`config.mk`:
```
export PLATFORM = sky130hd
export DESIGN_NAME = collective_step_generator
export DESIGN_NICKNAME = d
export VERILOG_FILES = /design/src/rtl/csg_pkg.sv /design/src/rtl/csg_chunk_div.sv /design/src/rtl/csg_step_calc.sv /design/src/rtl/collective_step_generator.sv
export SDC_FILE = /design/constraint.sdc
export NUM_CORES = 1
export LEC_CHECK = 0
export ABC_AREA = 1
export BUFFER_PORTS_ARGS = -buffer_cell sky130_fd_sc_hd__buf_4
export CAP_MARGIN = 25
export CELL_PAD_IN_SITES_DETAIL_PLACEMENT = 1
export CELL_PAD_IN_SITES_GLOBAL_PLACEMENT = 1
export CORE_MARGIN = 2
export CORE_UTILIZATION = 45
export CTS_CLUSTER_DIAMETER = 80
export CTS_CLUSTER_SIZE = 30
export DETAILED_ROUTE_END_ITERATION = 10
export PLACE_DENSITY = 0.81
export SKIP_CTS_REPAIR_TIMING = 1
export SYNTH_ARGS = -nofsm -noshare
export SYNTH_HDL_FRONTEND = slang
export SYNTH_SLANG_ARGS = --single-unit
```
`constraint.sdc`:
```
create_clock -name clock -period 12.8 [get_ports clock]
set_input_delay 2.56 -clock clock [delete_from_list [all_inputs] [get_ports clock]]
set_output_delay 2.56 -clock clock [all_outputs]
set_load 0.05 [all_outputs]
```
`src/rtl/csg_pkg.sv`:
```
package csg_pkg;

   // Largest rank count that a plan may span.
   localparam int MAX_RANKS = 64;

   // Width of a rank count, wide enough to hold MAX_RANKS itself.
   localparam int RANK_CNT_BITS = 7;

   // Width of a rank number in a result.
   localparam int RANK_ID_BITS = 6;

   // Collective kinds as written to the kind register.
   typedef enum logic [2:0] {
      KIND_ALLREDUCE     = 3'd0,
      KIND_ALLGATHER     = 3'd1,
      KIND_REDUCESCATTER = 3'd2,
      KIND_BROADCAST     = 3'd3,
      KIND_ALLTOALL      = 3'd4
   } kind_type;

   // Operation carried by one step.
   typedef enum logic [1:0] {
      OP_SEND   = 2'd0,
      OP_REDUCE = 2'd1,
      OP_COPY   = 2'd2
   } op_type;

   // Register numbers on the control port (address bits [4:3]).
   typedef enum logic [1:0] {
      CSR_KIND  = 2'd0,
      CSR_RANKS = 2'd1,
      CSR_BYTES = 2'd2
   } csr_index_type;

   // Description of one step, without the byte placement.
   typedef struct packed {
      logic                    step_valid;
      op_type                  step_op;
      logic [RANK_ID_BITS-1:0] source_rank;
      logic [RANK_ID_BITS-1:0] dest_rank;
      logic                    last_in_stage;
      logic                    last_in_plan;
   } step_info_type;

   // Rank count as the plan uses it: zero counts as one, large values saturate.
   function automatic logic [RANK_CNT_BITS-1:0] eff_ranks(input logic [RANK_CNT_BITS-1:0] raw);
      logic [RANK_CNT_BITS-1:0] n;
      n = raw;
      if (raw == '0) begin
         n = RANK_CNT_BITS'(1);
      end else if (raw > RANK_CNT_BITS'(MAX_RANKS)) begin
         n = RANK_CNT_BITS'(MAX_RANKS);
      end
      return n;
   endfunction

endpackage

```
`src/rtl/csg_chunk_div.sv`:
```
module csg_chunk_div #(
   parameter int BYTE_BITS = 48
) (
   input  logic                               clock,
   input  logic                               reset,
   input  logic                               start,
   input  logic [BYTE_BITS-1:0]               dividend,
   input  logic [csg_pkg::RANK_CNT_BITS-1:0]  divisor,
   output logic                               busy,
   output logic [BYTE_BITS-1:0]               chunk
);
   import csg_pkg::*;

   localparam int CNT_W = $clog2(BYTE_BITS + 1);

   logic [CNT_W-1:0]         count_ff, count_in;
   logic [BYTE_BITS-1:0]     quo_ff, quo_in;
   logic [RANK_CNT_BITS-1:0] rem_ff, rem_in;
   logic [RANK_CNT_BITS-1:0] div_ff, div_in;
   logic [BYTE_BITS-1:0]     chunk_ff, chunk_in;
   logic [RANK_CNT_BITS:0]   rem_sh;
   logic                     fits;

   // One restoring division step: bring in the next dividend bit and try a subtract.
   always_comb begin
      rem_sh   = {rem_ff, quo_ff[BYTE_BITS-1]};
      fits     = rem_sh >= {1'b0, div_ff};
      count_in = count_ff;
      quo_in   = quo_ff;
      rem_in   = rem_ff;
      div_in   = div_ff;
      chunk_in = chunk_ff;
      if (start) begin
         count_in = CNT_W'(BYTE_BITS);
         quo_in   = dividend;
         rem_in   = '0;
         div_in   = divisor;
      end else if (count_ff != '0) begin
         count_in = count_ff - CNT_W'(1);
         quo_in   = {quo_ff[BYTE_BITS-2:0], fits};
         rem_in   = fits ? RANK_CNT_BITS'(rem_sh - {1'b0, div_ff})
                         : rem_sh[RANK_CNT_BITS-1:0];
         // The last step delivers the quotient, with a floor of one byte.
         if (count_ff == CNT_W'(1)) begin
            chunk_in = (quo_in == '0) ? BYTE_BITS'(1) : quo_in;
         end
      end
   end

   // Control state and the chunk size reset; the datapath needs none.
   always_ff @(posedge clock) begin
      if (reset) begin
         count_ff <= '0;
         chunk_ff <= BYTE_BITS'(1);
      end else begin
         count_ff <= count_in;
         chunk_ff <= chunk_in;
      end
      quo_ff <= quo_in;
      rem_ff <= rem_in;
      div_ff <= div_in;
   end

   assign busy  = count_ff != '0;
   assign chunk = chunk_ff;

endmodule

```
`src/rtl/csg_step_calc.sv`:
```
module csg_step_calc #(
   parameter int BYTE_BITS = 48
) (
   input  logic [2:0]                         kind,
   input  logic [csg_pkg::RANK_CNT_BITS-1:0]  ranks,
   input  logic [6:0]                         stage,
   input  logic [6:0]                         step,
   input  logic [BYTE_BITS-1:0]               chunk,
   input  logic [BYTE_BITS-1:0]               total_bytes,
   output csg_pkg::step_info_type             info,
   output logic [BYTE_BITS-1:0]               byte_offset,
   output logic [BYTE_BITS-1:0]               byte_length
);
   import csg_pkg::*;

   logic [7:0]  n8, nm1, k8, s8;
   logic        ar_rs, with_reduce, red_row;
   logic [7:0]  round8, ring_stages, ring_steps, r8;
   logic [7:0]  snd_dst, snd_t, snd_idx, red_src, red_t, red_idx;
   logic [7:0]  bc_stages, dist8, bc_sum, bc_pairs, bc_steps;
   logic [3:0]  bc_sh;
   logic [12:0] bc_src_w, bc_dst_w;
   logic [7:0]  a_t, a_dst;
   logic [7:0]  stages, steps, src, dst, idx;
   op_type      op;
   logic [BYTE_BITS-1:0] len;
   logic [BYTE_BITS+5:0] prod;
   logic        valid, last_stage;

   assign n8  = {1'b0, ranks};
   assign nm1 = n8 - 8'd1;
   assign k8  = {1'b0, step};
   assign s8  = {1'b0, stage};

   // Ring schedules: all-reduce runs reduce-scatter stages, then all-gather stages.
   always_comb begin
      ar_rs       = s8 < nm1;
      round8      = (kind == KIND_ALLREDUCE && !ar_rs) ? s8 - nm1 : s8;
      with_reduce = (kind == KIND_ALLREDUCE && ar_rs) || kind == KIND_REDUCESCATTER;
      ring_stages = (kind == KIND_ALLREDUCE) ? {nm1[6:0], 1'b0} : nm1;
      ring_steps  = with_reduce ? {n8[6:0], 1'b0} : n8;
      red_row     = with_reduce && k8 >= n8;
      r8          = k8 - n8;
      // Send row: rank k to k+1 on chunk k-round, all modulo the rank count.
      snd_dst     = (k8 + 8'd1 == n8) ? 8'd0 : k8 + 8'd1;
      snd_t       = k8 + n8 - round8;
      snd_idx     = (snd_t >= n8) ? snd_t - n8 : snd_t;
      // Reduce row: rank r-1 into r on chunk r-round-1.
      red_src     = (r8 == 8'd0) ? nm1 : r8 - 8'd1;
      red_t       = r8 + n8 - round8 - 8'd1;
      red_idx     = (red_t >= n8) ? red_t - n8 : red_t;
   end

   // Binary-tree broadcast: stage s pairs rank i*2^(s+1) with i*2^(s+1)+2^s.
   always_comb begin
      bc_stages = 8'd0;
      for (int i = 0; i < 7; i++) begin
         if (n8 > (8'd1 << i)) begin
            bc_stages = 8'(i + 1);
         end
      end
      dist8    = 8'd1 << stage[2:0];
      bc_sum   = n8 + dist8 - 8'd1;
      bc_sh    = {1'b0, stage[2:0]} + 4'd1;
      bc_pairs = bc_sum >> bc_sh;
      bc_steps = {bc_pairs[6:0], 1'b0};
      bc_src_w = 13'(k8[7:1]) << bc_sh;
      bc_dst_w = bc_src_w + 13'(dist8);
   end

   // Pairwise all-to-all: stage s sends rank k's chunk to rank k+s.
   always_comb begin
      a_t   = k8 + s8;
      a_dst = (a_t >= n8) ? a_t - n8 : a_t;
   end

   // Select the schedule of the configured kind.
   always_comb begin
      stages = 8'd0;
      steps  = 8'd0;
      op     = OP_SEND;
      src    = 8'd0;
      dst    = 8'd0;
      idx    = 8'd0;
      len    = '0;
      case (kind) inside
         KIND_ALLREDUCE, KIND_ALLGATHER, KIND_REDUCESCATTER: begin
            stages = ring_stages;
            steps  = ring_steps;
            op     = red_row ? OP_REDUCE : OP_SEND;
            src    = red_row ? red_src : k8;
            dst    = red_row ? r8 : snd_dst;
            idx    = red_row ? red_idx : snd_idx;
            len    = chunk;
         end
         KIND_BROADCAST: begin
            stages = bc_stages;
            steps  = bc_steps;
            op     = k8[0] ? OP_COPY : OP_SEND;
            src    = bc_src_w[7:0];
            dst    = bc_dst_w[7:0];
            len    = total_bytes;
         end
         KIND_ALLTOALL: begin
            stages = n8;
            steps  = n8;
            op     = (s8 == 8'd0) ? OP_COPY : OP_SEND;
            src    = k8;
            dst    = a_dst;
            idx    = a_dst;
            len    = chunk;
         end
         default: begin
            stages = 8'd0;
         end
      endcase
   end

   // Chunk placement: index below 64 times the chunk size.
   assign prod = idx[5:0] * chunk;

   // Positions past the end of the plan answer with every field zero.
   always_comb begin
      valid              = s8 < stages && k8 < steps;
      last_stage         = valid && k8 == steps - 8'd1;
      info.step_valid    = valid;
      info.step_op       = valid ? op : OP_SEND;
      info.source_rank   = valid ? src[RANK_ID_BITS-1:0] : '0;
      info.dest_rank     = valid ? dst[RANK_ID_BITS-1:0] : '0;
      info.last_in_stage = last_stage;
      info.last_in_plan  = last_stage && s8 == stages - 8'd1;
      byte_offset        = valid ? prod[BYTE_BITS-1:0] : '0;
      byte_length        = valid ? len : '0;
   end

endmodule

```
`src/rtl/collective_step_generator.sv`:
```
// A request accepted on req_* passes the request register, then the result register, to rsp_*.
// Throughput: one request per cycle; rsp_tready stalls back through the two pipeline registers.
// A write to rank_count or total_bytes recomputes the chunk size with a bit-serial divider
// (one quotient bit a cycle); req_tready is low meanwhile.
// Reset is synchronous and active high: kind 0, one rank, zero bytes, chunk size one byte.
module collective_step_generator #(
   parameter int BYTE_COUNT_BITS = 48
) (
   input  logic                                        clock,
   input  logic                                        reset,
   // Requests.
   input  logic                                        req_tvalid,
   output logic                                        req_tready,
   input  logic [15:0]                                 req_tdata,  // stage_index, step_index
   // Results.
   output logic                                        rsp_tvalid,
   input  logic                                        rsp_tready,
   // step_valid, source_rank, dest_rank, byte_offset, byte_length, last_in_stage
   output logic [((2*BYTE_COUNT_BITS+14+7)/8)*8-1:0]   rsp_tdata,
   output logic [1:0]                                  rsp_tuser,  // step_op
   output logic                                        rsp_tlast,  // last_in_plan
   // Control registers.
   input  logic                                        csr_psel,
   input  logic                                        csr_penable,
   input  logic                                        csr_pwrite,
   input  logic [4:0]                                  csr_paddr,
   input  logic [63:0]                                 csr_pwdata,
   output logic [63:0]                                 csr_prdata,
   output logic                                        csr_pready
);
   import csg_pkg::*;

   localparam int B         = BYTE_COUNT_BITS;
   localparam int RSP_BITS  = 2 * B + 14;
   localparam int RSP_WIDTH = ((RSP_BITS + 7) / 8) * 8;

   logic [2:0]               kind_ff, kind_in;
   logic [RANK_CNT_BITS-1:0] rank_ff, rank_in;
   logic [B-1:0]             bytes_ff, bytes_in;
   logic                     div_start_ff, div_start_in;
   logic                     csr_wr;
   csr_index_type            csr_idx;
   logic                     div_busy, cfg_busy;
   logic [B-1:0]             chunk;
   logic [RANK_CNT_BITS-1:0] ranks;

   logic                     s1_valid_ff, s1_valid_in;
   logic [6:0]               s1_stage_ff, s1_stage_in;
   logic [6:0]               s1_step_ff, s1_step_in;
   logic                     rsp_valid_ff, rsp_valid_in;
   step_info_type            info_ff, info_in;
   logic [B-1:0]             offset_ff, offset_in;
   logic [B-1:0]             length_ff, length_in;
   step_info_type            calc_info;
   logic [B-1:0]             calc_offset, calc_length;
   logic                     adv_rsp, adv_s1;

   // Register writes; a new rank count or size restarts the chunk division.
   assign csr_pready = 1'b1;
   assign csr_idx    = csr_index_type'(csr_paddr[4:3]);
   assign csr_wr     = csr_psel && csr_penable && csr_pwrite && csr_pready;

   always_comb begin
      kind_in      = kind_ff;
      rank_in      = rank_ff;
      bytes_in     = bytes_ff;
      div_start_in = 1'b0;
      if (csr_wr) begin
         unique case (csr_idx)
            CSR_KIND:  kind_in = csr_pwdata[2:0];
            CSR_RANKS: begin
               rank_in      = csr_pwdata[RANK_CNT_BITS-1:0];
               div_start_in = 1'b1;
            end
            CSR_BYTES: begin
               bytes_in     = csr_pwdata[B-1:0];
               div_start_in = 1'b1;
            end
            default: div_start_in = 1'b0;
         endcase
      end
   end

   // Register reads.
   always_comb begin
      unique case (csr_idx)
         CSR_KIND:  csr_prdata = 64'(kind_ff);
         CSR_RANKS: csr_prdata = 64'(rank_ff);
         CSR_BYTES: csr_prdata = 64'(bytes_ff);
         default:   csr_prdata = '0;
      endcase
   end

   assign ranks = eff_ranks(rank_ff);

   csg_chunk_div #(
      .BYTE_BITS (B)
   ) u_div (
      .clock    (clock),
      .reset    (reset),
      .start    (div_start_ff),
      .dividend (bytes_ff),
      .divisor  (ranks),
      .busy     (div_busy),
      .chunk    (chunk)
   );

   assign cfg_busy = div_start_ff || div_busy;

   // Two-register pipeline: request register, then result register.
   assign adv_rsp    = !rsp_valid_ff || rsp_tready;
   assign adv_s1     = !s1_valid_ff || adv_rsp;
   assign req_tready = adv_s1 && !cfg_busy;

   always_comb begin
      s1_valid_in  = s1_valid_ff;
      s1_stage_in  = s1_stage_ff;
      s1_step_in   = s1_step_ff;
      rsp_valid_in = rsp_valid_ff;
      info_in      = info_ff;
      offset_in    = offset_ff;
      length_in    = length_ff;
      if (adv_s1) begin
         s1_valid_in = req_tvalid && req_tready;
         s1_stage_in = req_tdata[6:0];
         s1_step_in  = req_tdata[13:7];
      end
      if (adv_rsp) begin
         rsp_valid_in = s1_valid_ff;
         info_in      = calc_info;
         offset_in    = calc_offset;
         length_in    = calc_length;
      end
   end

   csg_step_calc #(
      .BYTE_BITS (B)
   ) u_calc (
      .kind        (kind_ff),
      .ranks       (ranks),
      .stage       (s1_stage_ff),
      .step        (s1_step_ff),
      .chunk       (chunk),
      .total_bytes (bytes_ff),
      .info        (calc_info),
      .byte_offset (calc_offset),
      .byte_length (calc_length)
   );

   always_ff @(posedge clock) begin
      if (reset) begin
         kind_ff      <= KIND_ALLREDUCE;
         rank_ff      <= RANK_CNT_BITS'(1);
         bytes_ff     <= '0;
         div_start_ff <= 1'b0;
         s1_valid_ff  <= 1'b0;
         rsp_valid_ff <= 1'b0;
      end else begin
         kind_ff      <= kind_in;
         rank_ff      <= rank_in;
         bytes_ff     <= bytes_in;
         div_start_ff <= div_start_in;
         s1_valid_ff  <= s1_valid_in;
         rsp_valid_ff <= rsp_valid_in;
      end
      s1_stage_ff <= s1_stage_in;
      s1_step_ff  <= s1_step_in;
      info_ff     <= info_in;
      offset_ff   <= offset_in;
      length_ff   <= length_in;
   end

   // Result channel.
   assign rsp_tvalid = rsp_valid_ff;
   assign rsp_tuser  = info_ff.step_op;
   assign rsp_tlast  = info_ff.last_in_plan;
   assign rsp_tdata  = RSP_WIDTH'({info_ff.last_in_stage, length_ff, offset_ff,
                                   info_ff.dest_rank, info_ff.source_rank,
                                   info_ff.step_valid});

   // The chunk size never drops to zero.
   a_chunk_nonzero: assert property (@(posedge clock) disable iff (reset)
      chunk != '0)
      else $error("chunk size is zero");

   // A rank count or size write blocks requests until the chunk is derived.
   a_write_blocks: assert property (@(posedge clock) disable iff (reset)
      csr_wr && (csr_idx == CSR_RANKS || csr_idx == CSR_BYTES) |=> !req_tready)
      else $error("request taken while chunk size is being derived");

   // A request in the first register moves to the result register when it is free.
   a_pipe_advance: assert property (@(posedge clock) disable iff (reset)
      s1_valid_ff && (!rsp_valid_ff || rsp_tready) |=> rsp_valid_ff)
      else $error("request lost between pipeline registers");

   // A valid end-of-plan step is always the end of its stage too.
   a_plan_end: assert property (@(posedge clock) disable iff (reset)
      rsp_valid_ff && info_ff.last_in_plan |-> info_ff.last_in_stage && info_ff.step_valid)
      else $error("end of plan without end of stage");

endmodule

```
==> flow_metrics.py, run 1 <==
metrics = {
    "setup_path": {
        "worst-r2r-cell-count": 69,
        "startpoint_type": "flop",
        "cp_common_cell": "nand2_1",
        "worst_path_max_delay_cell": "fa_1",
        "worst_path_required_ns": 13.12,
        "worst-endpoint-arrival_ns": 12.29,
        "crit_type": "reg -> reg",
        "regToRegStartpoint": "rank_ff[3]",
        "critPathCaptureType": "flop",
        "max_stage_delay_ns": 0.55,
        "r2r_end": "offset_ff[47]",
        "crit_start": "rank_ff[3]",
        "regToRegSetupSlack_ns": 0.83,
        "worstPathMaxFanout": 10,
    },
    "clocking": {
        "tritoncts.num_buffers": 21,
        "cts.path.max_buffers": 3,
        "cts-root-buf": "clkbuf_16",
        "clk_transition_reported_paths_ns": 0.10,
        "htree_num_levels": 1,
        "clk-insertion-delay-late_ns": 0.59,
        "clock_sink_count": 304,
        "tritoncts": "done",
    },
    "synthesis": {
        "synth.cells.most_frequent": "inv_1 (558), nor2_1 (488), nand2_1 (454)",
        "synth-seq-cells": 304,
        "synth_top_cell_by_area": "edfxtp_1",
        "synth-seq-area-share": 0.3041,
        "syn_avg_cell_area_sq_um": 8.004,
        "yosys_warnings": 0,
        "most_common_cell_in_the_synthesized_netlist": "inv_1",
        "synth_top_area_share": 0.2102,
        "async_reset_ff_frac": 0,
        "synth_enable_flop_cells": 182,
        "postSynthCellCount": 3249,
        "synth_cell_type_count": 66,
        "mappedNetlistArea_sq_um": 26000,
        "post_synth_main_area_contributors": "edfxtp_1 (21%), fa_1 (15%), dfxtp_1 (9.4%)",
        "synth_top_flop_cell": "edfxtp_1",
    },
    "flow_run": {
        "drv_cap": 0,
    },
    "timing": {
        "tightest_slew_ns": 1.020,
        "fin_ws_ns": 0.8296,
        "maxSlewHeadroom": 0.3201,
        "fin_worst_skew_ns": 0.04827,
        "setup-violations-final": 0,
        "hold_viol": 0,
        "final.hold.worst_slack_ns": 0.4824,
        "timing.final.crit_period_ns": 11.97,
        "maxSlewViolCount": 0,
        "rsz0062_at_grt": "false",
        "clock.fmax_ghz": 0.08354,
        "min_period_over_period": 0.9352,
        "timing.setup.tns_ns": 0,
    },
    "floorplanning": {
        "initial_utilization": 0.4533,
        "die_outline_area_sq_um": 59720,
        "rows": 88,
        "design.core.area_sq_um": 57370,
        "io_count": 274,
        "die_w_um": 244.4,
        "die_height_um": 244.4,
    },
    "power": {
        "p_leak_nw": 14.22,
        "power_mw": 7.075,
        "max-vdd-ir-drop_uv": 166.1,
        "power.density_nw_per_um2": 239.9,
    },
    "detailed_routing": {
        "drcViolationCount": 0,
        "via_count": 23410,
        "drt_first_iter_violations": 1347,
        "drt_first_pass_iters": 5,
        "routed_wirelength_um": 88700,
        "route.antenna.remaining_nets": 0,
        "route.detailed.wl_per_inst_um": 20.97,
        "drt-vias-per-instance": 5.535,
    },
    "min_path": {
        "worstHoldPathType": "reg -> reg",
        "hold_path_startpoint": "s1_valid_ff",
        "worstHoldEndpoint": "rsp_tvalid",
        "hold-path-cell-count": 2,
    },
    "cells_and_area": {
        "area_growth_pct": 13.40,
        "multi_input_combinational_cell_area_sq_um": 15390,
        "layout.nets": 3901,
        "fillers": 7059,
        "layout-drive-gt1-share": 0.1192,
        "insertedDiodeCount": 0,
        "postLayoutCoreUtil": 0.5140,
        "regArea_sq_um": 7911,
    },
    "global_routing": {
        "grt-ovfl-total": 0,
        "track_usage": 0.2947,
        "antenna_found_initial": 0,
        "grt_max_degree": 106,
        "global_route_wire_length_before_repair_um": 137500,
        "grt_pass1_vias": 24860,
    },
    "placement": {
        "gp_routability_congestion": 1.015,
        "post-dp-hpwl_um": 69850,
        "port_buffers": 233,
        "pre_cts_ws_ns": 0.4452,
    },
    "status": {
        "status": "finished clean",
    },
}
==> worst max path at each step <==
stage | end | slack (ns)
after floorplan | offset_ff[43] | 2.03
after global routing | offset_ff[47] | 0.05
after global placement | offset_ff[47] | 0.95
final | offset_ff[47] | 0.83
after detailed placement | offset_ff[40] | 0.45
after CTS | offset_ff[42] | 0.43
==> worst max-delay path, delay by kind of cell, from the launching register on <==
family,cells,cell delay (ns)
flops,1,0.33
fa+ha+maj,9,3.68
buf+inv,11,1.35
compound gates,15,2.80
simple gates,33,3.30
xor+xnor,1,0.25
==> cells by family (layout without fill, tap and decap cells) <==
family / Yosys count / in the layout / synth area share
buffers and inverters: 712 / 910 / 0.1079
other: 2 / 19 / 0.0002888
flip-flops: 304 / 304 / 0.3041
AND/OR/NAND/NOR: 1121 / 1121 / 0.1819
XOR/XNOR: 81 / 81 / 0.02728
adder cells (fa/ha/maj): 360 / 360 / 0.2298
AO/OA/AOI/OAI: 667 / 667 / 0.1480
multiplexers: 2 / 2 / 0.0007699
==> metrics by stage <==
step                      cells  cell area, sq um
after floorplan            3266             26070
after global placement     4186             28620
after detailed placement   4189             28680
after CTS                  4227             29450
after global routing       4229             29490
final                      4229             29490
==> state kept, by name, summed over array words and instances, names as in the netlist <==
| register | count |
|---|---|
| bytes_ff | 48 |
| div_start_ff | 1 |
| kind_ff | 3 |
| length_ff | 48 |
| offset_ff | 48 |
| rank_ff | 7 |
| rsp_tdata | 14 |
| rsp_tlast | 1 |
| rsp_tuser | 2 |
| rsp_tvalid | 1 |
| s1_stage_ff | 7 |
| s1_step_ff | 7 |
| s1_valid_ff | 1 |
| u_div.chunk | 48 |
| u_div.count_ff | 6 |
| u_div.div_ff | 7 |
| u_div.quo_ff | 48 |
| u_div.rem_ff | 7 |
==> layout make-up <==
class / count / area share
inverter: 573 / 0.07336
timing repair buffer: 299 / 0.07756
multi-input combinational: 2250 / 0.5221
tap: 765 / 0.03246
clock buffer: 22 / 0.01867
clock inverter: 16 / 0.007595
sequential: 304 / 0.2683
==> layout by cell type (no fill, tap or decap), drive strengths merged, types with 16 or more instances in the layout <==
master  synthesis  layout
inv           569     578
nor2          498     498
nand2         471     471
buf            51     298
o21ai         279     279
a21oi         213     213
fa            196     196
edfxtp        182     182
ha            164     164
dfxtp         122     122
nand3          74      74
a22oi          53      53
xor2           49      49
xnor2          32      32
nand4          28      28
clkbuf         88      22
nor4           19      19
conb            2      19
a31oi          18      18
o21a           16      16
nor3           16      16
==> where the power goes <==
part	total (mW)	internal (mW)	switching (mW)
logic	4.74	1.57	3.17
clock network	0.773	0.348	0.425
registers	1.56	1.35	0.207
total	7.07	3.28	3.80
==> per-layer routing <==
metal,global-route usage,wire length (um),part of all wire
met1,0.3374,34280,0.39
met2,0.5392,45210,0.51
met3,0.02930,3691,0.042
met4,0.1598,5517,0.062
met5,0,0,0
(Power assumes the default switching activity.)
==> inputs of run 2 (changes only) <==
--- a/config.mk
+++ b/config.mk
@@ -15,8 +15,10 @@
 export CTS_CLUSTER_DIAMETER = 80
 export CTS_CLUSTER_SIZE = 30
 export DETAILED_ROUTE_END_ITERATION = 10
-export PLACE_DENSITY = 0.81
+export PLACE_DENSITY = 0.82
+export RECOVER_POWER = 25
 export SKIP_CTS_REPAIR_TIMING = 1
 export SYNTH_ARGS = -nofsm -noshare
 export SYNTH_HDL_FRONTEND = slang
+export SYNTH_HIERARCHICAL = 1
 export SYNTH_SLANG_ARGS = --single-unit
==> flow_metrics.py, run 2 <==
metrics = {
    "floorplanning": {
        "design.core.area_sq_um": 60130,
        "initial_utilization": 0.4533,
        "rows": 90,
        "io_count": 274,
        "die_w_um": 250.1,
        "die_outline_area_sq_um": 62560,
        "die_height_um": 250.1,
    },
    "synthesis": {
        "synth.cells.most_frequent": "nor2_1 (657), nand2_1 (643), inv_1 (640)",
        "postSynthCellCount": 3609,
        "synth-seq-cells": 304,
        "async_reset_ff_frac": 0,
        "synth_top_flop_cell": "edfxtp_1",
        "most_common_cell_in_the_synthesized_netlist": "nor2_1",
        "synth_cell_type_count": 60,
        "yosys_warnings": 6,
        "synth_top_cell_by_area": "edfxtp_1",
        "syn_avg_cell_area_sq_um": 7.552,
        "synth_top_area_share": 0.2005,
        "post_synth_main_area_contributors": "edfxtp_1 (20%), fa_1 (14%), nor2_1 (9.0%)",
        "synth_enable_flop_cells": 182,
        "synth-seq-area-share": 0.2901,
        "mappedNetlistArea_sq_um": 27260,
    },
    "detailed_routing": {
        "route.detailed.wl_per_inst_um": 19.09,
        "drt_first_iter_violations": 1544,
        "routed_wirelength_um": 87360,
        "via_count": 24580,
        "route.antenna.remaining_nets": 0,
        "drt-vias-per-instance": 5.373,
        "drcViolationCount": 0,
        "drt_first_pass_iters": 5,
    },
    "timing": {
        "rsz0062_at_grt": "false",
        "hold_viol": 0,
        "min_period_over_period": 0.9332,
        "tightest_slew_ns": 2.747,
        "setup-violations-final": 0,
        "maxSlewViolCount": 206,
        "timing.final.crit_period_ns": 11.94,
        "clock.fmax_ghz": 0.08372,
        "fin_worst_skew_ns": 0.02698,
        "maxSlewHeadroom": -0.8311,
        "timing.setup.tns_ns": 0,
    },
    "setup_path": {
        "max_stage_delay_ns": 0.60,
        "worst_path_max_delay_cell": "fa_1",
        "worstPathMaxFanout": 18,
        "crit_type": "reg -> reg",
        "startpoint_type": "flop",
        "cp_common_cell": "nand2_1",
        "regToRegSetupSlack_ns": 0.86,
        "worst_path_required_ns": 13.11,
        "critPathCaptureType": "flop",
        "critical_path.n_buffers_inverters": 11,
        "worst-endpoint-arrival_ns": 12.26,
        "critical_path.top_delay_family": "adder cells",
    },
    "cells_and_area": {
        "insertedDiodeCount": 0,
        "mostFrequentLayoutCells": "nor2_1 (657), nand2_1 (642), inv_1 (638)",
        "postLayoutCoreUtil": 0.5048,
        "finish.cell_count_without_fillers": 4575,
        "area_growth_pct": 11.38,
        "fillers": 7649,
        "layout.nets": 4232,
        "layout-drive-gt1-share": 0.1018,
        "layout_commonest_cell": "nor2_1",
    },
    "placement": {
        "post-dp-hpwl_um": 67830,
        "placedCellCount": 4539,
        "port_buffers": 233,
        "gp_routability_congestion": 0.9005,
    },
    "power": {
        "max-vdd-ir-drop_uv": 305.5,
        "power_mw": 7.635,
        "power.density_nw_per_um2": 251.5,
        "p_leak_nw": 15.22,
    },
    "status": {
        "status": "finished, violations left",
        "violated_checks": "max-capacitance violations, max-slew violations",
    },
    "clocking": {
        "cts.path.max_buffers": 3,
        "clock_sink_count": 304,
        "cts-root-buf": "clkbuf_16",
        "clk_transition_reported_paths_ns": 0.10,
        "htree_num_levels": 1,
        "tritoncts.num_buffers": 19,
        "clk-insertion-delay-late_ns": 0.56,
        "tritoncts": "done",
    },
    "global_routing": {
        "antenna_found_initial": 0,
        "track_usage": 0.2743,
        "global_route_wire_length_before_repair_um": 137200,
        "grt_pass1_vias": 24990,
        "grt-ovfl-total": 0,
        "grt_max_degree": 86,
    },
    "flow_run": {
        "drv_cap": 4,
    },
    "min_path": {
        "worstHoldPathType": "reg -> reg",
    },
}
[run 2: cell types whose count changed in the layout (fill, tap and decap cells not counted), moves of 15 or more]
cell / before / now
nand2_1: 449 / 642
nor2_1: 487 / 657
clkbuf_4: 0 / 15
o21ai_0: 263 / 166
inv_1: 556 / 638
xor2_1: 49 / 64
a21oi_1: 211 / 171
buf_4: 295 / 253
nand3_1: 67 / 150
[run 2: worst register-to-register path: cells and delay by family (launching register included)]
family / cells / cell delay, ns
compound gates: 13 / 3.17
xor+xnor: 1 / 0.24
fa+ha+maj: 8 / 3.74
buf+inv: 11 / 1.70
flops: 1 / 0.35
simple gates: 22 / 2.48
[run 2: path summary, 6_finish.rpt]
check        cells past startpoint       endpoint        start
max                             55  offset_ff[47]   rank_ff[4]
min                              2     rsp_tvalid  s1_valid_ff
max reg2reg                     55  offset_ff[47]   rank_ff[4]
min reg2reg                      2     rsp_tvalid  s1_valid_ff
[run 2: power by group]
part           internal [mW]  switching [mW]  total (mW)
Sequential              1.36           0.239        1.60
Clock                  0.322           0.414       0.736
Combinational           1.70            3.60        5.30
[run 2: metrics by stage]
stage / area (sq um) / hold WS [ns] / worst slack [ns]
6_report: 30360 / 0.4636 / 0.8551
5_1_grt: 30360 / 0.4977 / 0.009063
4_1_cts: 30330 / 0.4709 / 0.4944
3_5_place_dp: 29610 / 0.4560 / 0.5432
3_3_place_gp: 29610 / 0.4466 / 0.8744
2_1_floorplan: 27320 / 0.4242 / 1.597
[run 2: cell type report]
| class | instances | area [sq um] | area share |
|---|---|---|---|
| multi-input combinational | 2523 | 16210 | 0.5338 |
| sequential | 304 | 7908 | 0.2605 |
| inverter | 656 | 2471 | 0.08140 |
| timing repair buffer | 276 | 2082 | 0.06858 |
| tap | 782 | 978.4 | 0.03223 |
| clock buffer | 20 | 500.5 | 0.01649 |
| clock inverter | 14 | 211.5 | 0.006966 |
[run 2: metal layers]
layer	GRT usage	vias to the layer above	wire length (um)
met5	0	-	0
met4	0.06792	0	2035
met3	0.03273	118	4924
met2	0.4453	716	39920
met1	0.3901	12110	40480
li1	-	11640	-
[run 2: logic make-up after synthesis]
kind of cell / count (synthesis) / share of synthesized area
other: 2 / 0.0002755
adders and majority gates: 360 / 0.2192
and+or+nand+nor: 1555 / 0.2362
buffers and inverters: 799 / 0.1192
xor gates and xnor gates: 94 / 0.03021
AOI/OAI and AO/OA: 495 / 0.1048
DFF: 304 / 0.2901
